`config.mk`:
```
export PLATFORM = sky130hd
export DESIGN_NAME = traffic_light_controller_with_setup
export DESIGN_NICKNAME = d
export VERILOG_FILES = /design/src/hdl/tlc_pkg.sv /design/src/hdl/tlc_core.sv /design/src/hdl/traffic_light_controller_with_setup.sv
export SDC_FILE = /design/constraint.sdc
export NUM_CORES = 1
export LEC_CHECK = 0
export ABC_CLOCK_PERIOD_IN_PS = 6000
export BUFFER_PORTS_ARGS = -buffer_cell sky130_fd_sc_hd__buf_2
export CAP_MARGIN = 25
export CORE_MARGIN = 1.5
export CORE_UTILIZATION = 25
export CTS_CLUSTER_SIZE = 40
export DETAILED_ROUTE_END_ITERATION = 7
export GPL_ROUTABILITY_DRIVEN = 0
export PLACE_DENSITY_LB_ADDON = 0.05
export SYNTH_ARGS = -nofsm -noshare
export SYNTH_HDL_FRONTEND = slang
export SYNTH_HIERARCHICAL = 1
export SYNTH_SLANG_ARGS = --single-unit
```
`constraint.sdc`:
```
create_clock -name clk -period 6 [get_ports clk]
set_clock_uncertainty 0.2 [all_clocks]
set_input_delay 0.9 -clock clk [delete_from_list [all_inputs] [get_ports clk]]
set_output_delay 0.9 -clock clk [all_outputs]
set_load 0.1 [all_outputs]
```
`src/hdl/tlc_pkg.sv`:
```
// Shared types and constants for the two-way traffic light controller.
package tlc_pkg;

  // Field widths
  localparam int unsigned SecW    = 7;
  localparam int unsigned LampW   = 3;
  localparam int unsigned InBytesW  = 8;
  localparam int unsigned OutBytesW = 24;

  // Reset durations, in seconds
  localparam logic [SecW-1:0] RedReset    = 7'd5;
  localparam logic [SecW-1:0] YellowReset = 7'd2;
  localparam logic [SecW-1:0] GreenReset  = 7'd3;
  localparam int unsigned     MaxDurationDefault = 99;

  typedef enum logic [1:0] {
    MODE_NORMAL     = 2'd0,
    MODE_SET_RED    = 2'd1,
    MODE_SET_YELLOW = 2'd2,
    MODE_SET_GREEN  = 2'd3
  } mode_t;

  // Phase code doubles as the lamp bit index within a direction
  typedef enum logic [1:0] {
    PH_RED    = 2'd0,
    PH_YELLOW = 2'd1,
    PH_GREEN  = 2'd2
  } phase_t;

  // Lamps after a normal-mode restart: horizontal red, vertical green
  localparam logic [2*LampW-1:0] LampRestart = 6'b100_001;

  typedef struct packed {
    logic blink_tick;
    logic second_tick;
    logic save_press;
    logic raise_press;
    logic mode_press;
  } tlc_item_t;

  typedef struct packed {
    logic [1:0]       current_mode;
    logic [SecW-1:0]  display_right;
    logic [SecW-1:0]  display_left;
    logic [LampW-1:0] lamps_vertical;
    logic [LampW-1:0] lamps_horizontal;
  } tlc_result_t;

endpackage

```
`src/hdl/tlc_core.sv`:
```
// Controller state and its single-pass next-state logic for one request.
module tlc_core
  import tlc_pkg::*;
#(
  parameter int unsigned MAX_DURATION = MaxDurationDefault
) (
  input  logic        clk,
  input  logic        rst,
  input  logic        step,
  input  tlc_item_t   item,
  output tlc_result_t result
);

  localparam logic [SecW:0] MaxDur = (SecW+1)'(MAX_DURATION);

  mode_t             mode, mode_next;
  logic [SecW-1:0]   edit_value, edit_value_next;
  logic [SecW-1:0]   red_seconds, red_seconds_next;
  logic [SecW-1:0]   yellow_seconds, yellow_seconds_next;
  logic [SecW-1:0]   green_seconds, green_seconds_next;
  phase_t            phase_h, phase_h_next;
  phase_t            phase_v, phase_v_next;
  logic [SecW-1:0]   count_h, count_h_next;
  logic [SecW-1:0]   count_v, count_v_next;
  logic [2*LampW-1:0] lamp_bits, lamp_bits_next;

  // Next phase in the red -> green -> yellow -> red cycle
  function automatic phase_t next_phase(input phase_t ph);
    phase_t nx;
    case (ph)
      PH_RED:    nx = PH_GREEN;
      PH_GREEN:  nx = PH_YELLOW;
      PH_YELLOW: nx = PH_RED;
      default:   nx = ph;
    endcase
    return nx;
  endfunction

  // Duration loaded when a phase begins
  function automatic logic [SecW-1:0] phase_load(input phase_t ph,
                                                 input logic [SecW-1:0] r,
                                                 input logic [SecW-1:0] y,
                                                 input logic [SecW-1:0] g);
    logic [SecW-1:0] v;
    case (ph)
      PH_RED:    v = r;
      PH_YELLOW: v = y;
      default:   v = g;
    endcase
    return v;
  endfunction

  // Next-state and result logic
  always_comb begin
    logic [LampW-1:0] lh;
    logic [LampW-1:0] lv;
    phase_t           sel;
    logic [SecW:0]    edit_inc;
    logic             ph_valid_h;
    logic             ph_valid_v;

    mode_next           = mode;
    edit_value_next     = edit_value;
    red_seconds_next    = red_seconds;
    yellow_seconds_next = yellow_seconds;
    green_seconds_next  = green_seconds;
    phase_h_next        = phase_h;
    phase_v_next        = phase_v;
    count_h_next        = count_h;
    count_v_next        = count_v;
    lamp_bits_next      = lamp_bits;
    lh                  = '0;
    lv                  = '0;
    sel                 = PH_RED;
    edit_inc            = '0;
    ph_valid_h          = 1'b0;
    ph_valid_v          = 1'b0;
    result              = '0;

    // Mode button: step through setup modes, wrap back to normal
    if (item.mode_press) begin
      if (mode == MODE_SET_GREEN) begin
        mode_next      = MODE_NORMAL;
        phase_h_next   = PH_RED;
        count_h_next   = red_seconds;
        phase_v_next   = PH_GREEN;
        count_v_next   = green_seconds;
        lamp_bits_next = LampRestart;
      end else begin
        mode_next      = mode_t'(mode + 2'd1);
        lamp_bits_next = '0;
        case (mode_next)
          MODE_SET_RED:    edit_value_next = red_seconds;
          MODE_SET_YELLOW: edit_value_next = yellow_seconds;
          default:         edit_value_next = green_seconds;
        endcase
      end
    end

    if (mode_next == MODE_NORMAL) begin
      // Countdown, saturating at zero
      if (item.second_tick) begin
        if (count_h_next != '0) count_h_next = count_h_next - 1'b1;
        if (count_v_next != '0) count_v_next = count_v_next - 1'b1;
      end
      ph_valid_h = (phase_h_next == PH_RED) || (phase_h_next == PH_YELLOW) ||
                   (phase_h_next == PH_GREEN);
      ph_valid_v = (phase_v_next == PH_RED) || (phase_v_next == PH_YELLOW) ||
                   (phase_v_next == PH_GREEN);
      lh = lamp_bits_next[LampW-1:0];
      lv = lamp_bits_next[2*LampW-1:LampW];
      // Horizontal phase change at zero
      if (count_h_next == '0 && ph_valid_h) begin
        lh[phase_h_next] = 1'b0;
        lh[next_phase(phase_h_next)] = 1'b1;
        count_h_next = phase_load(next_phase(phase_h_next), red_seconds,
                                  yellow_seconds, green_seconds);
        phase_h_next = next_phase(phase_h_next);
      end
      // Vertical phase change at zero
      if (count_v_next == '0 && ph_valid_v) begin
        lv[phase_v_next] = 1'b0;
        lv[next_phase(phase_v_next)] = 1'b1;
        count_v_next = phase_load(next_phase(phase_v_next), red_seconds,
                                  yellow_seconds, green_seconds);
        phase_v_next = next_phase(phase_v_next);
      end
      lamp_bits_next       = {lv, lh};
      result.display_left  = count_h_next;
      result.display_right = count_v_next;
    end else begin
      case (mode_next)
        MODE_SET_RED:    sel = PH_RED;
        MODE_SET_YELLOW: sel = PH_YELLOW;
        default:         sel = PH_GREEN;
      endcase
      // Blink the selected colour in both directions
      if (item.blink_tick) begin
        lamp_bits_next[sel]         = ~lamp_bits_next[sel];
        lamp_bits_next[LampW + sel] = ~lamp_bits_next[LampW + sel];
      end
      // Raise the edited duration, wrapping past the maximum to 1
      if (item.raise_press) begin
        edit_inc = {1'b0, edit_value_next} + 1'b1;
        if (edit_inc > MaxDur) edit_value_next = SecW'(1);
        else                   edit_value_next = edit_inc[SecW-1:0];
      end
      result.display_left  = edit_value_next;
      result.display_right = SecW'(mode_next);
      // Save stores the value and restarts normal mode
      if (item.save_press) begin
        case (mode_next)
          MODE_SET_RED:    red_seconds_next    = edit_value_next;
          MODE_SET_YELLOW: yellow_seconds_next = edit_value_next;
          default:         green_seconds_next  = edit_value_next;
        endcase
        mode_next      = MODE_NORMAL;
        phase_h_next   = PH_RED;
        count_h_next   = (sel == PH_RED) ? edit_value_next : red_seconds;
        phase_v_next   = PH_GREEN;
        count_v_next   = (mode_next == MODE_NORMAL && sel == PH_GREEN) ?
                         edit_value_next : green_seconds;
        lamp_bits_next = LampRestart;
        result.display_right = '0;
      end
    end

    result.lamps_horizontal = lamp_bits_next[LampW-1:0];
    result.lamps_vertical   = lamp_bits_next[2*LampW-1:LampW];
    result.current_mode     = mode_next;
  end

  // State registers
  always_ff @(posedge clk) begin
    if (rst) begin
      mode           <= MODE_NORMAL;
      edit_value     <= '0;
      red_seconds    <= RedReset;
      yellow_seconds <= YellowReset;
      green_seconds  <= GreenReset;
      phase_h        <= PH_RED;
      phase_v        <= PH_GREEN;
      count_h        <= RedReset;
      count_v        <= GreenReset;
      lamp_bits      <= LampRestart;
    end else if (step) begin
      mode           <= mode_next;
      edit_value     <= edit_value_next;
      red_seconds    <= red_seconds_next;
      yellow_seconds <= yellow_seconds_next;
      green_seconds  <= green_seconds_next;
      phase_h        <= phase_h_next;
      phase_v        <= phase_v_next;
      count_h        <= count_h_next;
      count_v        <= count_v_next;
      lamp_bits      <= lamp_bits_next;
    end
  end

  // In normal mode each direction shows exactly its phase colour
  a_lamp_matches_phase: assert property (@(posedge clk) disable iff (rst)
    (mode == MODE_NORMAL) |->
      (lamp_bits[LampW-1:0] == (LampW'(1) << phase_h)) &&
      (lamp_bits[2*LampW-1:LampW] == (LampW'(1) << phase_v)))
    else $error("normal-mode lamps disagree with phase");

  // Stored durations stay within 1..MAX_DURATION
  a_durations_in_range: assert property (@(posedge clk) disable iff (rst)
    (red_seconds != '0) && (yellow_seconds != '0) && (green_seconds != '0) &&
    ({1'b0, red_seconds} <= MaxDur) && ({1'b0, yellow_seconds} <= MaxDur) &&
    ({1'b0, green_seconds} <= MaxDur))
    else $error("stored duration out of range");

  // A save in setup always lands in normal mode with restart lamps
  a_save_restarts: assert property (@(posedge clk) disable iff (rst)
    (step && item.save_press && (mode_next == MODE_NORMAL) &&
     (mode != MODE_NORMAL) && !item.mode_press) |=>
      (mode == MODE_NORMAL) && (lamp_bits == LampRestart))
    else $error("save did not restart normal mode");

endmodule

```
`src/hdl/traffic_light_controller_with_setup.sv`:
```
// Top level: request input register, controller core and result register.
//
//  channel | dir | handshake         | payload
//  --------+-----+-------------------+-------------------------------------
//  s_*     | in  | s_tvalid/s_tready | s_tdata[7:0]: buttons and ticks
//  m_*     | out | m_tvalid/m_tready | m_tdata[23:0]: lamps, displays, mode
//
//  One request per cycle sustained while m_tready holds high; an accepted
//  request passes the input register, then the result register, before
//  its result is valid. The single-pass next-state logic in tlc_core
//  sets the rate.
//  rst is synchronous: durations 5/2/3 s, normal mode, horizontal red,
//  vertical green, both stages empty.
//  A stalled result holds; input is still taken while the input stage is empty
//  or can drain into the result register in the same cycle.
module traffic_light_controller_with_setup
  import tlc_pkg::*;
#(
  parameter int unsigned MAX_DURATION = MaxDurationDefault
) (
  input  logic                 clk,
  input  logic                 rst,
  input  logic                 s_tvalid,
  output logic                 s_tready,
  // [0] mode_press, [1] raise_press, [2] save_press, [3] second_tick,
  // [4] blink_tick, [7:5] zero
  input  logic [InBytesW-1:0]  s_tdata,
  output logic                 m_tvalid,
  input  logic                 m_tready,
  // [2:0] lamps_horizontal, [5:3] lamps_vertical, [12:6] display_left,
  // [19:13] display_right, [21:20] current_mode, [23:22] zero
  output logic [OutBytesW-1:0] m_tdata
);

  logic        in_valid;
  tlc_item_t   in_item;
  logic        step;
  tlc_result_t result;

  // Input stage drains when the result register is free or being taken
  assign step     = in_valid && (!m_tvalid || m_tready);
  assign s_tready = !in_valid || step;

  // Input register
  always_ff @(posedge clk) begin
    if (rst) begin
      in_valid <= 1'b0;
    end else if (s_tready) begin
      in_valid <= s_tvalid;
    end
  end

  always_ff @(posedge clk) begin
    if (s_tvalid && s_tready) begin
      in_item <= s_tdata[4:0];
    end
  end

  tlc_core #(
    .MAX_DURATION(MAX_DURATION)
  ) u_core (
    .clk   (clk),
    .rst   (rst),
    .step  (step),
    .item  (in_item),
    .result(result)
  );

  // Result register
  always_ff @(posedge clk) begin
    if (rst) begin
      m_tvalid <= 1'b0;
    end else if (step) begin
      m_tvalid <= 1'b1;
    end else if (m_tready) begin
      m_tvalid <= 1'b0;
    end
  end

  always_ff @(posedge clk) begin
    if (step) begin
      m_tdata <= {2'b00, result};
    end
  end

endmodule
```
* Word level (Yosys, flattened, before mapping)
Index checks and enable logic that the tools add are counted.
** Word-level totals
- Register bits after elaboration :: 83
- Latch bits :: 0
- RAM bits :: 0
- Bits in read-only memories :: 0
- Input port bits :: 12
- Output and inout port bits :: 26
- Logic and storage cells :: 168
- Memories :: 0
** Cells by class
- Add/subtract/negate cells :: 5
- Multiply operators :: 0
- Div/mod/pow operators :: 0
- Order comparisons :: 13
- Equal/unequal tests :: 12
- Shift operators :: 0
- Multiplexer cells :: 77
- Bitwise logic cells :: 10
- Reduce and logical (&&, ||, !) cells :: 33
** Operator list (number)
- $mux 7 :: 23
- $pmux 7 s2 :: 3
- $mux 2 :: 20
- $ge 32x1->1 const B :: 1
- $lt 32x4->1 const B :: 1
- $mux 6 :: 5
- $logic_not 7->1 :: 2
- $mux 14 :: 1
- $reduce_bool 7->1 :: 2
- $sub 7x1->7 const B :: 2
- $bwmux 6 :: 2
- $eq 2x1->1 const B :: 6
- $eq 2x2->1 const B :: 6
- $logic_not 2->1 :: 6
- $lt 2x3->1 const B :: 4
- $pmux 2 s3 :: 2
- $reduce_and 4->1 :: 3
- $demux 1 s2 :: 5
- $ge 2x1->1 const B :: 5
- $logic_and 1x1->1 :: 10
- $mux 1 :: 10
- $add 7x1->8 const B :: 1
- $gt 8x7->1 const B :: 1
- $and 3x3->3 :: 2
- 15 further kinds :: 27

* Depth between registers and ports, before layout
Gate-level depths: netlist of run 1.
- Word-level depth :: 18
- Depth in mapped cells :: 17
- Mapped depth without buffers :: 15

* Cells and area by module
Netlist of run 1, hierarchy kept.
** Modules (own cells, without submodules)
- tlc_core :: times used 1, cells each 766, area an instance 5456.5 µm², seq. area each 1081.0 µm²
- traffic_light_controller_with_setup :: times used 1, cells each 40, area an instance 933.4 µm², seq. area each 850.8 µm²

* Least setup slack after synthesis of run 1
No wires, ideal clock.
- Kind :: reg2reg
- From :: register u_core.mode[0]
- To :: register m_tdata[4], data pin
- Library setup time :: 265 ps
- Arrival :: 3746 ps
- Required time :: 5535 ps
- Setup slack :: 1788 ps
- Stages on the path, launching flop included :: 16
- Buffers on the path :: 3
- Period minus slack after synthesis :: 4212 ps
- Cells stage by stage :: dfxtp_1 > ha_1 > buf_4 > nand2_1 > buf_2 > mux2i_1 > ha_1 > or4b_1 > or3_1 > nand3_1 > mux2i_1 > or3_1 > clkbuf_1 > nor2_2 > a21oi_1 > or3_1
** RTL lines
- start: declaration :: RTL line tlc_core.sv:16 : mode_t mode, mode_next;
- start signal: assignment :: RTL line tlc_core.sv:187 : mode <= mode_next;
- end signal: assignment :: RTL line traffic_light_controller_with_setup.sv:82 : m_tdata <= {2'b00, result};
- end: declaration :: RTL line traffic_light_controller_with_setup.sv:32 : output logic [OutBytesW-1:0] m_tdata

==> results.json, run 1 <==
{
  "yosys_most_used_dff": "dfxtp_1",
  "post-route-util": 0.283,
  "globalRouteOverflowTotal": 0,
  "whs_ns": 0.297,
  "antenna_found_initial": 0,
  "core_mm2": 0.0251,
  "dp_hpwl_mm": 18.2,
  "synth.avg_cell_area_um2": 7.93,
  "root_buffer": "clkbuf_16",
  "rows": 58,
  "drc": 0,
  "fp.dieH_um": 163,
  "drive_gt1_frac": 0.130,
  "drt_wl_total_mm": 25.6,
  "worst_slew_pin_slew_ns": 0.930,
  "syn_inst": 806,
  "path_class": "reg -> reg",
  "synth.distinct_cells": 98,
  "wl_per_cell_um": 22.5,
  "power.total_mw": 1.66,
  "clkTransAtPathRegs_ns": 0.07,
  "status": "finished clean",
  "finalSetupTns_ns": 0,
  "syn-cell-area_mm2": 0.00639,
  "drt_first_pass_iters": 5,
  "start_util": 0.254,
  "synthArstFlopShare": 0,
  "grt_pass1_wl_mm": 38.6,
  "ys_seq_area_frac": 0.302,
  "grt_max_degree": 66,
  "maxSlewHeadroom": 0.376,
  "fin_nets": 833,
  "via_count": 6368,
  "cp-start-kind": "register",
  "cts_max_level": 3,
  "final_area_mm2": 0.00711,
  "fill_cells": 2779,
  "max_freq_ghz": 0.199,
  "worst-path-max-fanout": 18,
  "cts_setup_buffers": 0,
  "dpl_cell_area_mm2": 0.00682,
  "routed-wl-met2_mm": 11.2,
  "yosys_warnings": 6,
  "dp_slack_ns": 1.09,
  "ctsLongestPathBuffers": 2,
  "grt_pass1_vias": 6067,
  "final_antenna_net_count": 0,
  "setup.worst_path.end_class": "register",
  "hold_viol_final": 0,
  "postCtsHoldBufs": 0,
  "dp_cells": 1121,
  "viasPerCell": 5.60,
  "critPathArrivalTime_ns": 4.93,
  "clock_latency_ns": 0.35,
  "fin_cells": 1138,
  "maxCapViolCount": 0,
  "maxSlewViolCount": 0,
  "dr_wl_met3_mm": 1.14,
  "ios": 38,
  "cts_resized": 0,
  "rsz0062_at_grt": "false",
  "min_period_over_period": 0.839,
  "cts_tree": "yes",
  "min_path_type": "reg -> reg",
  "ir_drop_mv": 0.108,
  "grt_usage": 0.195,
  "synth_edf_count": 27,
  "fin_crit_ns": 5.03,
  "io_buffer_count": 32,
  "wl_met1_mm": 12.6,
  "die_area_mm2": 0.0265,
  "clock-sinks": 83,
  "worst_slack_ns": 0.969,
  "ys_ff_latch": 83,
  "die_w_um": 163,
  "setup_viol": 0,
  "cts_buffers": 9,
  "areaGrowthSynthToFinish_pct": 11.3,
  "cp_data_required_time_ns": 5.90,
  "p_per_area_mw_per_mm2": 233,
  "leakagePower_nw": 2.59,
  "drt_iter0_drc": 562,
  "maxUsedRoutingLayer": "met4"
}
==> worst max-delay path, stage by stage (launching register included) <==
cell       delay [ns]
dfxtp_1          0.42
ha_1             0.57
nand2_1          0.10
buf_4            0.26
mux2i_1          0.36
ha_1             0.34
or4b_1           0.54
o32ai_1          0.40
nor2_1           0.11
o2bb2ai_1        0.30
o2111ai_2        0.35
nor2_2           0.29
a21oi_1          0.12
or3_1            0.40
==> Yosys cell counts, drive strengths merged (5+ instances only) <==
| cell | count | share of area |
|---|---|---|
| o21ai | 50 | 0.039 |
| xnor2 | 7 | 0.0096 |
| inv | 25 | 0.015 |
| nor3 | 10 | 0.0086 |
| a21boi | 9 | 0.011 |
| a22oi | 15 | 0.018 |
| o211ai | 16 | 0.019 |
| o31ai | 8 | 0.0094 |
| a31oi | 10 | 0.012 |
| nor4 | 7 | 0.0092 |
| a22o | 5 | 0.0069 |
| or4 | 5 | 0.0067 |
| a211oi | 25 | 0.031 |
| nor3b | 7 | 0.0082 |
| ha | 19 | 0.037 |
| a311oi | 6 | 0.0082 |
| buf | 14 | 0.013 |
| clkbuf | 50 | 0.029 |
| o311ai | 6 | 0.0082 |
| nand2 | 76 | 0.045 |
| dfxtp | 56 | 0.18 |
| edfxtp | 27 | 0.13 |
| o31a | 5 | 0.0069 |
| nand4 | 8 | 0.0078 |
| a21oi | 48 | 0.038 |
| nand2b | 7 | 0.0069 |
| mux2i | 21 | 0.033 |
| or2 | 8 | 0.0078 |
| nor2 | 100 | 0.060 |
| o221ai | 9 | 0.012 |
| and2 | 9 | 0.0098 |
| nand3 | 24 | 0.019 |
| or3 | 10 | 0.0098 |
| and3 | 14 | 0.014 |
| nor2b | 8 | 0.0078 |
==> metal layers <==
layer | track usage | vias up
li1 | - | 3008
met1 | 0.278 | 3109
met2 | 0.298 | 223
met3 | 0.0222 | 28
met4 | 0.0730 | 0
met5 | 0 | -
==> layout make-up <==
type | instances | area (um^2) | area share
Antenna cell | 1 | 2.50 | 0.000352
Clock buffer | 9 | 225 | 0.0317
Clock inverter | 7 | 66.3 | 0.00932
Inverter | 28 | 105 | 0.0148
Multi-Input combinational cell | 632 | 4090 | 0.575
Sequential cell | 83 | 1930 | 0.272
Tap cell | 330 | 413 | 0.0580
Timing Repair Buffer | 48 | 280 | 0.0394
==> flip-flops by register name, indices dropped and copies added, names as in the netlist <==
signal / cells
u_core/green_seconds: 7
in_item: 5
u_core/phase_v: 2
m_tdata: 22
u_core/mode: 2
u_core/red_seconds: 7
u_core/count_h: 7
u_core/yellow_seconds: 7
u_core/count_v: 7
in_valid: 1
m_tvalid: 1
u_core/edit_value: 7
u_core/lamp_bits: 6
u_core/phase_h: 2
==> cells by family (layout without fill, tap and decap cells) <==
| logic type | Yosys count | count (layout) | share of synthesized area |
|---|---|---|---|
| AO/OA/AOI/OAI | 263 | 263 | 0.296 |
| XOR/XNOR | 9 | 9 | 0.0123 |
| adder cells (fa/ha/maj) | 19 | 19 | 0.0372 |
| buffers and inverters | 92 | 92 | 0.0587 |
| flip-flops | 83 | 83 | 0.302 |
| multiplexers | 25 | 25 | 0.0405 |
| other | 1 | 3 | 0.000587 |
| AND/OR/NAND/NOR | 314 | 314 | 0.252 |
==> where the power goes <==
part | leakage, nW | internal [mW] | switching (mW)
Combinational | 1.73 | 0.119 | 0.316
Sequential | 0.716 | 0.612 | 0.0280
Clock | 0.145 | 0.322 | 0.261
==> layout by cell type (no fill, tap or decap), drive strengths merged, types with 8 or more instances in the layout <==
cell type	instances
nand3	24
a22oi	15
mux2i	21
nor2b	8
nand2	76
buf	48
or2	8
o21ai	50
clkbuf	9
a21boi	9
and2	9
a31oi	10
o31ai	8
and3	14
o221ai	9
dfxtp	56
o211ai	16
nand4	8
ha	19
a21oi	48
a211oi	25
edfxtp	27
nor2	100
or3	10
nor3	10
inv	26
==> path summary, 6_finish.rpt <==
path,from,endpoint,slack (ns),cells past startpoint
worst max-delay path,u_core/mode[0],m_tdata[4],0.97,13
worst min-delay path,u_core/edit_value[3],u_core/edit_value[3],0.30,2
worst max register to register,u_core/mode[0],m_tdata[4],0.97,13
worst min register to register,u_core/edit_value[3],u_core/edit_value[3],0.30,2
No activity file was read; power rests on OpenSTA's default activity.
==> run 2, diff against run 1 <==
--- a/config.mk
+++ b/config.mk
@@ -5,7 +5,8 @@
 export SDC_FILE = /design/constraint.sdc
 export NUM_CORES = 1
 export LEC_CHECK = 0
-export ABC_CLOCK_PERIOD_IN_PS = 6000
+export ABC_AREA = 1
+export ABC_CLOCK_PERIOD_IN_PS = 4700
 export BUFFER_PORTS_ARGS = -buffer_cell sky130_fd_sc_hd__buf_2
 export CAP_MARGIN = 25
 export CORE_MARGIN = 1.5
==> constraint.sdc (replaced) <==
create_clock -name clk -period 4.7 [get_ports clk]
set_clock_uncertainty 0.2 [all_clocks]
set_input_delay 0.705 -clock clk [delete_from_list [all_inputs] [get_ports clk]]
set_output_delay 0.705 -clock clk [all_outputs]
set_load 0.1 [all_outputs]
==> results.json, run 2 <==
{
  "worst_slew_pin_slew_ns": 0.886,
  "postCtsHoldBufs": 0,
  "worst-path-max-fanout": 10,
  "maxSlewViolCount": 0,
  "whs_path_depth": 2,
  "cts_resized": 0,
  "synth.distinct_cells": 44,
  "finalSetupTns_ns": 0,
  "leakagePower_nw": 3.17,
  "drc": 0,
  "cts_buffers": 9,
  "cts_max_level": 3,
  "start_util": 0.256,
  "yosysTopAreaCell": "dfxtp_1",
  "clkTransAtPathRegs_ns": 0.07,
  "grt_max_degree": 65,
  "multiInputGateArea_mm2": 0.00334,
  "synth_edf_count": 27,
  "ir_drop_mv": 0.129,
  "io_buffer_count": 32,
  "p_per_area_mw_per_mm2": 319,
  "ctsLongestPathBuffers": 2,
  "path_class": "reg -> reg",
  "areaGrowthSynthToFinish_pct": 11.2,
  "clock_latency_ns": 0.34,
  "drt_first_pass_iters": 5,
  "yosys-top-cells-area": "dfxtp_1, nand2_1, edfxtp_1",
  "maxCapViolCount": 0,
  "grt_pass1_vias": 5360,
  "min_path_type": "reg -> reg",
  "yosys_most_used_dff": "dfxtp_1",
  "power.total_mw": 2.13,
  "largest_reg_flops": 22,
  "critPathArrivalTime_ns": 3.87,
  "die_w_um": 158,
  "synthArstFlopShare": 0,
  "whs_ns": 0.298,
  "setup_viol": 0,
  "cp_data_required_time_ns": 4.80,
  "rows": 56,
  "ys_top_cells_by_count": "nand2_1, inv_1, a21oi_1",
  "dp_hpwl_mm": 16.6,
  "clock-sinks": 83,
  "setup.worst_path.end_class": "register",
  "drt_wl_total_mm": 22.2,
  "globalRouteOverflowTotal": 0,
  "yosysTopAreaCellShare": 0.186,
  "antenna_found_initial": 0,
  "fin_nets": 962,
  "drt_iter0_drc": 365,
  "grt_pass1_wl_mm": 33.8,
  "antenna_cells": 0,
  "regMostFlops": "m_tdata",
  "ys_seq_area_frac": 0.321,
  "ios": 38,
  "mostFrequentLayoutCell": "nand2_1",
  "hold_viol_final": 0,
  "min_period_over_period": 0.804,
  "wl_per_cell_um": 17.7,
  "cts_tree": "yes",
  "fin_crit_ns": 3.78,
  "fill_cells": 2695,
  "cp-start-kind": "register",
  "grt_usage": 0.185,
  "mostFrequentLayoutCells": "nand2_1, inv_1, a21oi_1",
  "synth.avg_cell_area_um2": 6.56,
  "r2r.worst_path.cells": 21,
  "yosys_warnings": 6,
  "maxSlewHeadroom": 0.403,
  "root_buffer": "clkbuf_16",
  "post-route-util": 0.284,
  "ys_ff_latch": 83,
  "syn_inst": 917,
  "viasPerCell": 4.63,
  "rsz0062_at_grt": "false",
  "max_freq_ghz": 0.265,
  "drive_gt1_frac": 0.107,
  "via_count": 5813,
  "fp.dieH_um": 158,
  "final_antenna_net_count": 0,
  "ff_latch_area_mm2": 0.00193,
  "die_area_mm2": 0.0250,
  "syn-cell-area_mm2": 0.00602,
  "status": "finished clean",
  "yosysMostFrequentCell": "nand2_1",
  "cts_setup_buffers": 0,
  "core_mm2": 0.0235
}
[run 2: cells by family (layout without fill, tap and decap cells)]
family	Yosys count	after routing	share of synthesized area
fa+ha+maj	19	19	0.0395
mux	7	7	0.0116
flops	83	83	0.321
compound gates	217	217	0.196
buf+inv	181	199	0.127
simple gates	405	405	0.298
other cells	1	2	0.000623
xor+xnor	4	4	0.00582
[run 2: where the power goes]
group / switching, mW / internal [mW] / total (mW)
combinational: 0.501 / 0.156 / 0.657
sequential: 0.0252 / 0.788 / 0.813
clock: 0.310 / 0.353 / 0.663
total: 0.836 / 1.30 / 2.13
[run 2: final timing paths]
check | from | end | slack, ns
worst min-delay path | in_valid | in_valid | 0.30
worst min register to register | in_valid | in_valid | 0.30
worst max register to register | u_core/mode[0] | u_core/lamp_bits[5] | 0.92
worst max-delay path | u_core/mode[0] | u_core/lamp_bits[5] | 0.92
[run 2: layout make-up]
cell class / instances / share of cell area
Multi-Input combinational cell: 654 / 0.498
Sequential cell: 83 / 0.289
Inverter: 142 / 0.0804
Tap cell: 319 / 0.0596
Clock buffer: 10 / 0.0342
Timing Repair Buffer: 41 / 0.0340
Clock inverter: 6 / 0.00486
[run 2: critical path: stages (launching register included)]
cell and delay (ns):
dfxtp_1 0.41, inv_1 0.09, ha_1 0.28, or2_2 0.28
o21ai_0 0.34, inv_1 0.21, ha_1 0.36, inv_1 0.18
nand2_1 0.07, nand3_1 0.11, nand2_1 0.09, nand2_1 0.05
o21ai_0 0.08, inv_1 0.07, o21ai_0 0.09, nand2_1 0.12
nand2_1 0.11, o21ai_0 0.27, nand2_1 0.08, nand2_1 0.11
nand2_1 0.05, nand2_1 0.07
[run 2: per-stage QoR]
stage               cells  setup WS (ns)  area, um^2
floorplan             918          0.854        6020
detailed placement   1239          0.977        6430
global route         1255          0.526        6700
CTS                  1255          0.949        6700
global placement     1239          0.948        6430
finish               1255          0.921        6700
[run 2: routing by layer]
metal / wire length, um / track usage
met1: 11800 / 0.278
met2: 9500 / 0.278
met3: 704 / 0.0244
met4: 221 / 0.0378
met5: 0 / 0
